File: src/sv/b2b_ram.sv
// Generic single-port-write, single-port-read RAM with a registered read.
// Stand-alone; no package dependencies.
module b2b_ram #(
    parameter int WIDTH = 64,
    parameter int DEPTH = 16
) (
    input  logic                     i_clk,
    input  logic                     i_we,
    input  logic [$clog2(DEPTH)-1:0] i_waddr,
    input  logic [WIDTH-1:0]         i_wdata,
    input  logic [$clog2(DEPTH)-1:0] i_raddr,
    output logic [WIDTH-1:0]         o_rdata
);

    logic [WIDTH-1:0] r_mem [DEPTH];
    logic [WIDTH-1:0] r_rdata;

    always_ff @(posedge i_clk) begin
        if (i_we) begin
            r_mem[i_waddr] <= i_wdata;
        end
        r_rdata <= r_mem[i_raddr];
    end

    assign o_rdata = r_rdata;

endmodule

File: config.mk
export PLATFORM = sky130hd
export DESIGN_NAME = b2b_ram
export DESIGN_NICKNAME = d
export VERILOG_FILES = /design/src/sv/b2b_ram.sv
export SDC_FILE = /design/constraint.sdc
export NUM_CORES = 1
export LEC_CHECK = 0
export BUFFER_PORTS_ARGS = -buffer_cell sky130_fd_sc_hd__buf_2
export CAP_MARGIN = 25
export CORE_ASPECT_RATIO = 1.75
export CORE_UTILIZATION = 56
export CTS_CLUSTER_DIAMETER = 150
export DETAILED_ROUTE_END_ITERATION = 8
export GPL_ROUTABILITY_DRIVEN = 0
export GPL_TIMING_DRIVEN = 0
export HOLD_SLACK_MARGIN = 0.08
export PLACE_DENSITY = 0.78
export SLEW_MARGIN = 30
export SYNTH_ARGS = -nofsm -noshare
export SYNTH_HDL_FRONTEND = slang
export SYNTH_SLANG_ARGS = --single-unit
export TNS_END_PERCENT = 20
File: constraint.sdc
create_clock -name i_clk -period 16.6 [get_ports i_clk]
set_input_delay 3.32 -clock i_clk [delete_from_list [all_inputs] [get_ports i_clk]]
set_output_delay 3.32 -clock i_clk [all_outputs]
set_load 0.1 [all_outputs]
# --- Yosys cells after proc, flatten, opt, wreduce, memory -nomap -nowiden ---
# Memories as Yosys holds them, arrays and structs flattened. A register that Yosys moved wholly into a read port is not among the register bits.
# Cells that the tools add are included.
word_totals:
  elab_cells: 3
  out_inout_bits: 64
  ramBits: 1024
  ff_bits: 0
  n_memories: 1
  input_bits: 74
memory_table:
  columns: ["name", "depth", "word_bits", "rd", "rd_ports_with_merged_regs", "wr", "line", "rtl"]
  rows:
  - ["r_mem", 16, 64, 1, 1, 1, "15", "logic [WIDTH-1:0] r_mem [DEPTH];"]
op_classes:
  n_mux: 2
ops:
  columns: ["cell", "count"]
  rows:
  - ["1-bit two-way mux", 2]

# --- Logic depth before layout (Yosys ltp) ---
# Gate-level depths: netlist (run 1).
logic_depth:
  ltp_word: 2
  depth_mapped: 6

# --- Worst setup path after synthesis (run 1) ---
# Ideal clock, no wire load.
synth_path:
  path_type: "input to register"
  start: "input i_waddr[2]"
  end: "memory r_mem[0][0] (enable)"
  arrival_ns: 8.183
  stages: 2
  path_slack_ns: 7.851
  n_path_buf: 0
  path_cell_list: "or3b_2 -> nor3_1"
synth_rtl:
  columns: ["item", "line", "rtl"]
  rows:
  - ["start, declared", "9", "input logic [$clog2(DEPTH)-1:0] i_waddr,"]
  - ["end, declared", "15", null]
# No word-level cell before the write port.

# --- Worst setup path in the final report (run 1) ---
layout_path:
  start: "input i_waddr[2]"
  end: "memory r_mem[8][56] (enable)"
# No word-level cell before the write port.

==> metrics.md, run 1 <==
| Metric | Value |
|---|---|
| Clk root buf | clkbuf_16 |
| Post-synthesis mux area share | 0.146 |
| Synth Area per Inst | about 24 um2 |
| DRC | 0 |
| GR Util met1 | 0.354 |
| Outcome | finished, final reports clean |
| Area growth, synth to finish | 17.2% |
| I/O Pins | 138 |
| Number of hold violations in the final report | 0 |
| Share of layout cells above drive strength 1 | 0.332 |
| Final wirelength | 96.5 mm |
| Top FF cell, synth | edfxtp_1 |
| Wire length per cell | 32.5 um |
| CP Capture Type | flip-flop |
| Mapped cell area | about 40000 um2 |
| # Post-CTS Setup Buffers | 0 |
| Clock slew at reported path FFs | 0.07 ns |
| Commonest non-fill, non-tap cell in the layout | edfxtp_1 |
| Pwr Density | 124 nW/um2 |
| P_leak | 15.1 nW |
| Arr. time, crit path | 5.39 ns |
| Flops & latches, synth | 1088 |
| Hold buffers post-CTS | 0 |
| DR pass1 iterations | 5 |
| Final setup TNS | 0 ns |
| Final period utilization | 0.304 |
| TritonCTS clock tree | done |
| Slew Limit Fails | 0 |
| Adder-Cell Fraction of Synth Area | 0 |
| Max-capacitance violation count | 0 |
| Synth Area in Simple Gates | 0.00942 |
| First DRT Iteration DRCs | 2407 |
| Initial Util | 0.567 |
| Die Span X | 203 um |
| Max Freq | 198 MHz |
| Die area | 71800 um2 |
| RSZ-0062 raised after global routing | no |
| Post-synth cell types | 18 |
| Yosys top cell by area | edfxtp_1 |
| Yosys Warn Count | 0 |
| Row Count | 128 |
| Final worst path period need | 5.05 ns |
| Antenna violations before repair | 11 |
| Vias in the first global route | 20505 |
| Skew-Pair Late Insertion Delay | roughly 0.67 ns |
| Number of flops mapped to enable cells by yosys | 1024 |
| Antenna viol nets, final | 0 |
| Die Ht | roughly 350 um |
| Sink Count | 1088 |
| Synth top area share | 0.777 |
| Final net count | 2049 |
| Met2 Use GR | 0.459 |
| Congestion Overflow GR | 0 |
| Synth async-reset ratio | 0 |
| Syn_nets | 1721 |
| Max transition margin | 0.346 |
| Core Region | about 70000 um2 |
| Post-synthesis xor/xnor area fraction | 0 |
| Post-CTS sizing | 0 |
| Final setup fails | 0 |
| Most frequent cells in the layout | edfxtp_1, mux4_2, buf_2, a22oi_1, clkbuf_16 |
| Worst slew pin tran | between 0.9 and 1 ns |
| Largest family of logic cells by synthesized area | multiplexers |
| Fillers | 4234 |
| Met3 Use GR | 0.0538 |
| GRT busiest layer | met2 |
| Mapped Cells | 1647 |
| Worst-case clock buffer depth | 3 |
| Largest net degree at the start of global routing | 20 |
| Worst endpoint required time | between 15 and 20 ns |
| Sequential area share after synthesis | 0.809 |
| Port bufs | 135 |
| DP Wirelength | 58.8 mm |
| Hold crit path type | reg -> reg |
| DR vias/cell | about 6.6 |
| Clock skew | ~0.031 ns |
| Via count | a little under 20000 |
| Crit Path Max Fanout | 8 |
| CTS Buf Count | 90 |
| # H-tree levels | 3 |
| Overall Global Routing Usage | 0.274 |
| First-pass GRT wire length | 139 mm |
| VDD IR-drop max | 0.0000987 V |
| WS Path Type | in -> reg |
| Final non-filler cell total | 2964 |
| Compound-gate portion of the synthesized area | 0.0243 |
| Placed insts | about 2800 |
| Synth top area cells | edfxtp_1, mux4_2, dfxtp_1 |
| Critical Path Start Type | primary input |
## cell families (layout without fill, tap and decap cells)
| group | Yosys count | count (layout) |
|---|---|---|
| muxes | 256 | 256 |
| buffers and inverters | 84 | 489 |
| and+or+nand+nor | 91 | 91 |
| other | 0 | 2 |
| DFF | 1088 | 1088 |
| AOI/OAI and AO/OA | 128 | 128 |
## cell type report
cell class	instances	area, um2	area share
antenna	2	5.00	0.000108
buffer	84	452	0.00974
clock buffer	116	2420	0.0522
clock inverter	53	658	0.0142
multi-input combinational	475	7210	0.155
sequential	1088	32000	0.690
tap	910	1140	0.0245
timing repair buffer	236	2470	0.0533
## layer usage
| layer | part of all wire | vias to the layer above |
|---|---|---|
| met4 | 0.037 | 14 |
| met5 | 0.00093 | - |
| li1 | - | 7709 |
| met1 | 0.35 | 10282 |
| met2 | 0.51 | 1376 |
| met3 | 0.093 | 250 |
## metrics by stage
| stage | area (um2) | utilization | total power, mW | setup slack [ns] | hold WS [ns] |
|---|---|---|---|---|---|
| after floorplan | 39600 | - | 3.43 | 7.85 | 0.635 |
| after global placement | 41400 | 0.593 | 3.54 | 2.36 | 0.649 |
| after detailed placement | 43300 | 0.620 | 3.57 | 10.90 | 0.659 |
| after CTS | 46400 | 0.664 | 5.76 | 11.57 | 0.674 |
| after global routing | 46400 | 0.664 | 5.88 | 11.51 | 0.700 |
| final | 46400 | 0.664 | 5.75 | 11.55 | 0.678 |
## worst max-delay path, stage by stage
cell and delay, ns:
buf_2 0.13, nand3b_1 0.42, nor3_2 0.44, buf_4 0.26, buf_4 0.21, buf_4 0.20, buf_4 0.20, buf_4 0.20
## power by group
| group | internal (mW) | switching [mW] | leakage (nW) | total, mW |
|---|---|---|---|---|
| logic | 0.122 | 0.306 | 3.82 | 0.428 |
| clock network | 1.26 | 0.974 | 1.50 | 2.23 |
| registers | 3.07 | 0.0205 | 9.79 | 3.09 |
| total | 4.45 | 1.30 | 15.1 | 5.75 |
## final timing paths
path	start	to	slack, ns	cells after the start
max	i_waddr[2]	r_mem[8][56]$_DFFE_PP_	11.55	8
min	r_mem[13][25]$_DFFE_PP_	o_rdata[25]$_DFF_P_	0.68	3
max reg2reg	r_mem[0][29]$_DFFE_PP_	o_rdata[29]$_DFF_P_	15.01	3
min reg2reg	r_mem[13][25]$_DFFE_PP_	o_rdata[25]$_DFF_P_	0.68	3
## sequential cells by signal (all words and copies together), names as in the netlist
| register | count |
|---|---|
| r_mem | 1024 |
| o_rdata | 64 |
## synth_stat cells, types with 4 or more instances
cell / n
a22oi_1: 128
buf_1: 16
buf_2: 13
buf_4: 6
buf_6: 13
clkbuf_1: 36
dfxtp_1: 64
edfxtp_1: 1024
mux4_2: 256
nand2_1: 65
nor2_1: 13
nor3_1: 4
Power figures use the tool's default switching activity.
==> run 2, diff against run 1 <==
--- a/config.mk
+++ b/config.mk
@@ -8,13 +8,13 @@
 export BUFFER_PORTS_ARGS = -buffer_cell sky130_fd_sc_hd__buf_2
 export CAP_MARGIN = 25
 export CORE_ASPECT_RATIO = 1.75
-export CORE_UTILIZATION = 56
+export CORE_UTILIZATION = 55
 export CTS_CLUSTER_DIAMETER = 150
 export DETAILED_ROUTE_END_ITERATION = 8
 export GPL_ROUTABILITY_DRIVEN = 0
 export GPL_TIMING_DRIVEN = 0
 export HOLD_SLACK_MARGIN = 0.08
-export PLACE_DENSITY = 0.78
+export PLACE_DENSITY = 0.8
 export SLEW_MARGIN = 30
 export SYNTH_ARGS = -nofsm -noshare
 export SYNTH_HDL_FRONTEND = slang
==> constraint.sdc (replaced) <==
create_clock -name i_clk -period 4.23 [get_ports i_clk]
set_input_delay 0.846 -clock i_clk [delete_from_list [all_inputs] [get_ports i_clk]]
set_output_delay 0.846 -clock i_clk [all_outputs]
set_load 0.1 [all_outputs]
==> run 2 against run 1 <==
Power rose to 3.9 times the previous value. Largest power group unchanged. Register-to-register slack lost 12 ns. Clock skew shrank 0.016 ns. Critical endpoint is now r_mem[12][57]$_DFFE_PP_. Cell area down 0.32%. Highest routed layer unchanged. First-iteration DRC count increased by 7.6%. Critical path type unchanged.
==> metrics.md, run 2 (synthesis gave the netlist of run 1 again) <==
| Metric | Value |
|---|---|
| Cells along the critical path | buf_2, nand3_1, nor3_2, buf_4, buf_4, buf_4, buf_4 (was buf_2, nand3b_1, nor3_2, buf_4, buf_4, buf_4, buf_4, buf_4) |
| Cell Area, Placed | 43200 um2 (was 43300 um2) |
| Congestion Overflow GR | 0 (unchanged) |
| DP Wirelength | 58.4 mm (was 58.8 mm) |
| Antenna viol nets, final | 0 (unchanged) |
| Storage element area | 32000 um2 (unchanged) |
| Largest Register | r_mem (unchanged) |
| CP Capture Type | flip-flop (unchanged) |
| Die Span X | 205 um (was 203 um) |
| Post-CTS sizing | 0 (unchanged) |
| Hold buffers post-CTS | 0 (unchanged) |
| Port bufs | 135 (unchanged) |
| Wire length per cell | 33.1 um (was 32.5 um) |
| DR vias/cell | 6.59 (was 6.62) |
| Slew Limit Fails | 0 (unchanged) |
| Most used cell, CP | buf_4 (unchanged) |
| Area growth, synth to finish | 16.8% (was 17.2%) |
| Most frequent cells in the layout | edfxtp_1, mux4_2, buf_2, a22oi_1, clkbuf_16 (unchanged) |
| Via count | 19452 (was 19631) |
| Placed insts | 2779 (was 2793) |
| Clock skew | 0.0152 ns (was 0.0313 ns) |
| Largest net degree at the start of global routing | 19 (was 20) |
| Number of hold violations in the final report | 0 (unchanged) |
| Critical Path Max Stage Delay | 0.76 ns (was 0.44 ns) |
| Max transition margin | 0.376 (was 0.346) |
| Max Freq | 375 MHz |
| Vias in the first global route | 20676 (was 20505) |
| Hold crit path type | in -> reg (was reg -> reg) |
| TritonCTS clock tree | done (unchanged) |
| Hold_ws | 0.566 ns (was 0.678 ns) |
| P_leak | 15.0 nW (was 15.1 nW) |
| Sink Count | 1088 (unchanged) |
| Post-route cell area | 46200 um2 (was 46400 um2) |
| VDD IR-drop max | 0.000322 V (was 0.0000987 V) |
| Max-capacitance violation count | 0 (unchanged) |
| RSZ-0062 raised after global routing | no (unchanged) |
| CTS Buf Count | 89 (was 90) |
| First-pass GRT wire length | 141 mm (was 139 mm) |
| Overall Global Routing Usage | 0.275 (was 0.274) |
| Final net count | 2027 (was 2049) |
| Initial Util | 0.557 (was 0.567) |
| Multi-input gate area | 7230 um2 (was 7210 um2) |
| Die Ht | 357 um (was 354 um) |
| I/O Pins | 138 (unchanged) |
| Crit path buffers/inverters | 5 (was 6) |
| Skew-Pair Late Insertion Delay | 0.65 ns (was 0.67 ns) |
| Critical Path Start Type | primary input (unchanged) |
| Post-Place Worst Slack | 0.945 ns (was 10.90 ns) |
| Final setup TNS | 0 ns (unchanged) |
| Share of layout cells above drive strength 1 | 0.324 (was 0.332) |
| Final non-filler cell total | 2950 (was 2964) |
| # H-tree levels | 3 (unchanged) |
| WS Path Type | in -> reg (unchanged) |
| Power, Total | 22.4 mW (was 5.75 mW) |
| Fin util | 0.651 (was 0.664) |
| Clk root buf | clkbuf_16 (unchanged) |
| Worst slew pin tran | 0.937 ns (was 0.982 ns) |
| Final setup fails | 0 (unchanged) |
| Commonest non-fill, non-tap cell in the layout | edfxtp_1 (unchanged) |
| Final period utilization | 0.630 |
| Max FFs per register | 1024 (unchanged) |
| DR pass1 iterations | 5 (unchanged) |
| Fillers | 4284 (was 4234) |
| Row Count | 129 (was 128) |
| # Post-CTS Setup Buffers | 0 (unchanged) |
| Worst-case clock buffer depth | 3 (unchanged) |
| Final setup margin | 1.56 ns (was 11.55 ns) |
| First DRT Iteration DRCs | 2591 (was 2407) |
| Final worst path period need | 2.67 ns |
| Clock slew at reported path FFs | 0.08 ns (was 0.07 ns) |
| Die area | 73100 um2 (was 71800 um2) |
| Outcome | finished, final reports clean (unchanged) |
| CP top delay family | buffers and inverters (unchanged) |
| Final wirelength | 97.5 mm (was 96.5 mm) |
| Crit Path Max Fanout | 8 (unchanged) |
| Slowest CP cell | nor3_2 (unchanged) |
| Antenna violations before repair | 8 (was 11) |
| Core Region | 71000 um2 (was 69800 um2) |
| Worst endpoint required time | 4.57 ns (was 16.94 ns) |
| DRC | 0 (unchanged) |
| Pwr Density | 484 nW/um2 (was 124 nW/um2) |
| Arr. time, crit path | 3.01 ns (was 5.39 ns) |
==> run 2: routing by layer <==
metal / track usage / vias up / part of all wire
met4: 0.119 / 8 / 0.038
met5: 0 / - / 0.00057
met1: 0.340 / 10164 / 0.34
li1: - / 7668 / -
met2: 0.478 / 1350 / 0.53
met3: 0.0456 / 262 / 0.084
==> run 2: path summary, 6_finish.rpt <==
path / startpoint / end / slack [ns] / depth (start not counted)
setup / recovery: i_we / r_mem[12][57]$_DFFE_PP_ / 1.56 / 7
hold / removal: i_wdata[19] / r_mem[12][19]$_DFFE_PP_ / 0.57 / 1
setup reg to reg: r_mem[11][18]$_DFFE_PP_ / o_rdata[18]$_DFF_P_ / 2.68 / 3
hold reg to reg: r_mem[4][43]$_DFFE_PP_ / o_rdata[43]$_DFF_P_ / 0.68 / 3
==> run 2: worst reg2reg max path: cells and delay by family, from the launching register on <==
family,cells,cell delay [ns]
multiplexers,1,0.54
flip-flops,1,0.43
AND/OR/NAND/NOR,1,0.14
AO/OA/AOI/OAI,1,0.30
==> run 2: power by group <==
group	switching [mW]	internal, mW	total (mW)
Clock	3.80	4.80	8.60
Sequential	0.0871	12.0	12.1
Combinational	1.20	0.475	1.67
Total	5.09	17.3	22.4
==> run 2: layout make-up <==
| type | count | area share |
|---|---|---|
| clock inverters | 47 | 0.0113 |
| plain buffers | 84 | 0.00977 |
| diodes | 4 | 0.000216 |
| flip-flops and latches | 1088 | 0.693 |
| multi-input cells | 475 | 0.156 |
| well taps | 917 | 0.0248 |
| repair buffers | 215 | 0.0508 |
| clock buffers | 120 | 0.0540 |
==> run 3, diff against run 2 <==
--- a/config.mk
+++ b/config.mk
@@ -8,13 +8,13 @@
 export BUFFER_PORTS_ARGS = -buffer_cell sky130_fd_sc_hd__buf_2
 export CAP_MARGIN = 25
 export CORE_ASPECT_RATIO = 1.75
-export CORE_UTILIZATION = 55
+export CORE_UTILIZATION = 56
 export CTS_CLUSTER_DIAMETER = 150
 export DETAILED_ROUTE_END_ITERATION = 8
 export GPL_ROUTABILITY_DRIVEN = 0
 export GPL_TIMING_DRIVEN = 0
 export HOLD_SLACK_MARGIN = 0.08
-export PLACE_DENSITY = 0.8
+export PLACE_DENSITY = 0.78
 export SLEW_MARGIN = 30
 export SYNTH_ARGS = -nofsm -noshare
 export SYNTH_HDL_FRONTEND = slang
==> constraint.sdc (replaced) <==
create_clock -name i_clk -period 2.5 [get_ports i_clk]
set_input_delay 0.5 -clock i_clk [delete_from_list [all_inputs] [get_ports i_clk]]
set_output_delay 0.5 -clock i_clk [all_outputs]
set_load 0.1 [all_outputs]
==> run 3 against run 2 <==
Critical endpoint is now o_rdata[15]. Largest cell class unchanged. Count of clock-buffer cells in the layout increased by 1. Utilization grew 1.2 points. Clock skew is 0.0067 ns higher.
==> metrics.md, run 3 (synthesis gave the netlist of run 1 again) <==
| Metric | Value |
|---|---|
| Outcome | finished, final reports clean (unchanged) |
| Number of hold violations in the final report | 0 (unchanged) |
| Crit Path Max Fanout | 1 (was 8) |
| CP Capture Type | output pin (was flip-flop) |
| Initial Util | 0.567 (was 0.557) |
| Max FFs per register | 1024 (unchanged) |
| Antenna violations before repair | 11 (was 8) |
| Post-CTS sizing | 0 (unchanged) |
| I/O Pins | 138 (unchanged) |
| Die Span X | 203 um (was 205 um) |
| # H-tree levels | 3 (unchanged) |
| Post-route cell area | 46300 um2 (was 46200 um2) |
| Skew-Pair Late Insertion Delay | 0.66 ns (was 0.65 ns) |
| Arr. time, crit path | 1.54 ns (was 3.01 ns) |
| CP top delay family | buffers and inverters (unchanged) |
| Worst-case clock buffer depth | 3 (unchanged) |
| Final net count | 2026 (was 2027) |
| Critical Path Max Stage Delay | 0.46 ns (was 0.76 ns) |
| Cells along the critical path | buf_2 (was buf_2, nand3_1, nor3_2, buf_4, buf_4, buf_4, buf_4) |
| First-pass GRT wire length | 142 mm (was 141 mm) |
| Row Count | 128 (was 129) |
| Wire length per cell | 33.8 um (was 33.1 um) |
| Cell Area, Placed | 43300 um2 (was 43200 um2) |
| Fin util | 0.663 (was 0.651) |
| DR pass1 iterations | 5 (unchanged) |
| Final period utilization | 0.815 |
| DP Wirelength | 58.6 mm (was 58.4 mm) |
| Commonest non-fill, non-tap cell in the layout | edfxtp_1 (unchanged) |
| Final setup fails | 0 (unchanged) |
| DR vias/cell | 6.70 (was 6.59) |
| TritonCTS clock tree | done (unchanged) |
| # Post-CTS Setup Buffers | 0 (unchanged) |
| Congestion Overflow GR | 0 (unchanged) |
| Slowest CP cell | buf_2 (was nor3_2) |
| Clock skew | 0.0220 ns (was 0.0152 ns) |
| Max-capacitance violation count | 0 (unchanged) |
| DRC | 0 (unchanged) |
| Die area | 71800 um2 (was 73100 um2) |
| CTS Buf Count | 89 (unchanged) |
| Final worst path period need | slightly above 2 ns |
| Antenna viol nets, final | 0 (unchanged) |
| First DRT Iteration DRCs | 2616 (was 2591) |
| Final wirelength | 99.5 mm (was 97.5 mm) |
| WS Path Type | reg -> out (was in -> reg) |
| VDD IR-drop max | 0.000654 V (was 0.000322 V) |
| Via count | 19723 (was 19452) |
| Max transition margin | 0.319 (was 0.376) |
| Vias in the first global route | 20642 (was 20676) |
| Critical Path Start Type | flip-flop (was primary input) |
| Pwr Density | 816 nW/um2 (was 484 nW/um2) |
| Hold crit path type | in -> reg (unchanged) |
| Max Freq | 491 MHz |
| P_leak | 15.0 nW (about the same) |
| Worst slew pin tran | 1.02 ns (was 0.937 ns) |
| Share of layout cells above drive strength 1 | 0.323 (was 0.324) |
| Overall Global Routing Usage | 0.283 (was 0.275) |
| Slew Limit Fails | 0 (unchanged) |
| Clk root buf | clkbuf_16 (unchanged) |
| Largest net degree at the start of global routing | 18 (was 19) |
| Final setup TNS | 0 ns (unchanged) |
| RSZ-0062 raised after global routing | no (unchanged) |
| Area growth, synth to finish | 16.9% (was 16.8%) |
| Sink Count | 1088 (unchanged) |
| Port bufs | 135 (unchanged) |
| Most frequent cells in the layout | edfxtp_1, mux4_2, buf_2, a22oi_1, clkbuf_16 (unchanged) |
| Core Region | 69800 um2 (was 71000 um2) |
| Flop2flop setup slack | 0.96 ns (was 2.68 ns) |
| Hold buffers post-CTS | 0 (unchanged) |
| Crit path buffers/inverters | 1 (was 5) |
| Worst endpoint required time | 2.00 ns (was 4.57 ns) |
| Die Ht | 354 um (was 357 um) |
| Largest Register | r_mem (unchanged) |
| Clock slew at reported path FFs | 0.08 ns (about the same) |
run 3: cell count changes in the layout (fill, tap and decap cells not counted), moves of 3 or more:
cell       delta
buf_16        +3
clkbuf_8      -3
bufinv_16     -3
buf_6         +3
buf_8         +4
clkinv_2      +4
buf_4        -11
run 3: final timing paths:
path,end,start,cells past startpoint
hold reg to reg,o_rdata[50]$_DFF_P_,r_mem[6][50]$_DFFE_PP_,3
setup reg to reg,o_rdata[6]$_DFF_P_,r_mem[2][6]$_DFFE_PP_,3
hold / removal,r_mem[10][14]$_DFFE_PP_,i_wdata[14],1
setup / recovery,o_rdata[15],o_rdata[15]$_DFF_P_,1
run 3: power breakdown:
part / switching [mW] / internal, mW
registers: 0.149 / 20.4
logic: 2.05 / 0.811
clock network: 6.51 / 7.85
run 3: layer usage:
| metal | global-route usage | routed length, um |
|---|---|---|
| met5 | 0 | 122 |
| met1 | 0.348 | 33800 |
| met4 | 0.136 | 4600 |
| met2 | 0.485 | 51800 |
| met3 | 0.0536 | 9170 |
run 3: layout make-up:
class / instances / area [um2]
antenna: 4 / 10.0
buffer: 84 / 452
clock buffer: 121 / 2510
clock inverter: 46 / 439
fill: 4206 / 23500
multi-input combinational: 475 / 7250
sequential: 1088 / 32000
tap: 910 / 1140
timing repair buffer: 214 / 2440
run 3: through the flow:
stage               hold slack, ns  std cells  setup slack [ns]  power (mW)
global route                 0.201       2939             0.415        38.6
global placement             0.653       2692             -2.69        23.5
CTS                          0.179       2938             0.436        37.9
floorplan                    0.599       1647            -0.531        22.7
finish                       0.212       2942             0.462        37.7
detailed placement           0.665       2771            -0.110        23.7
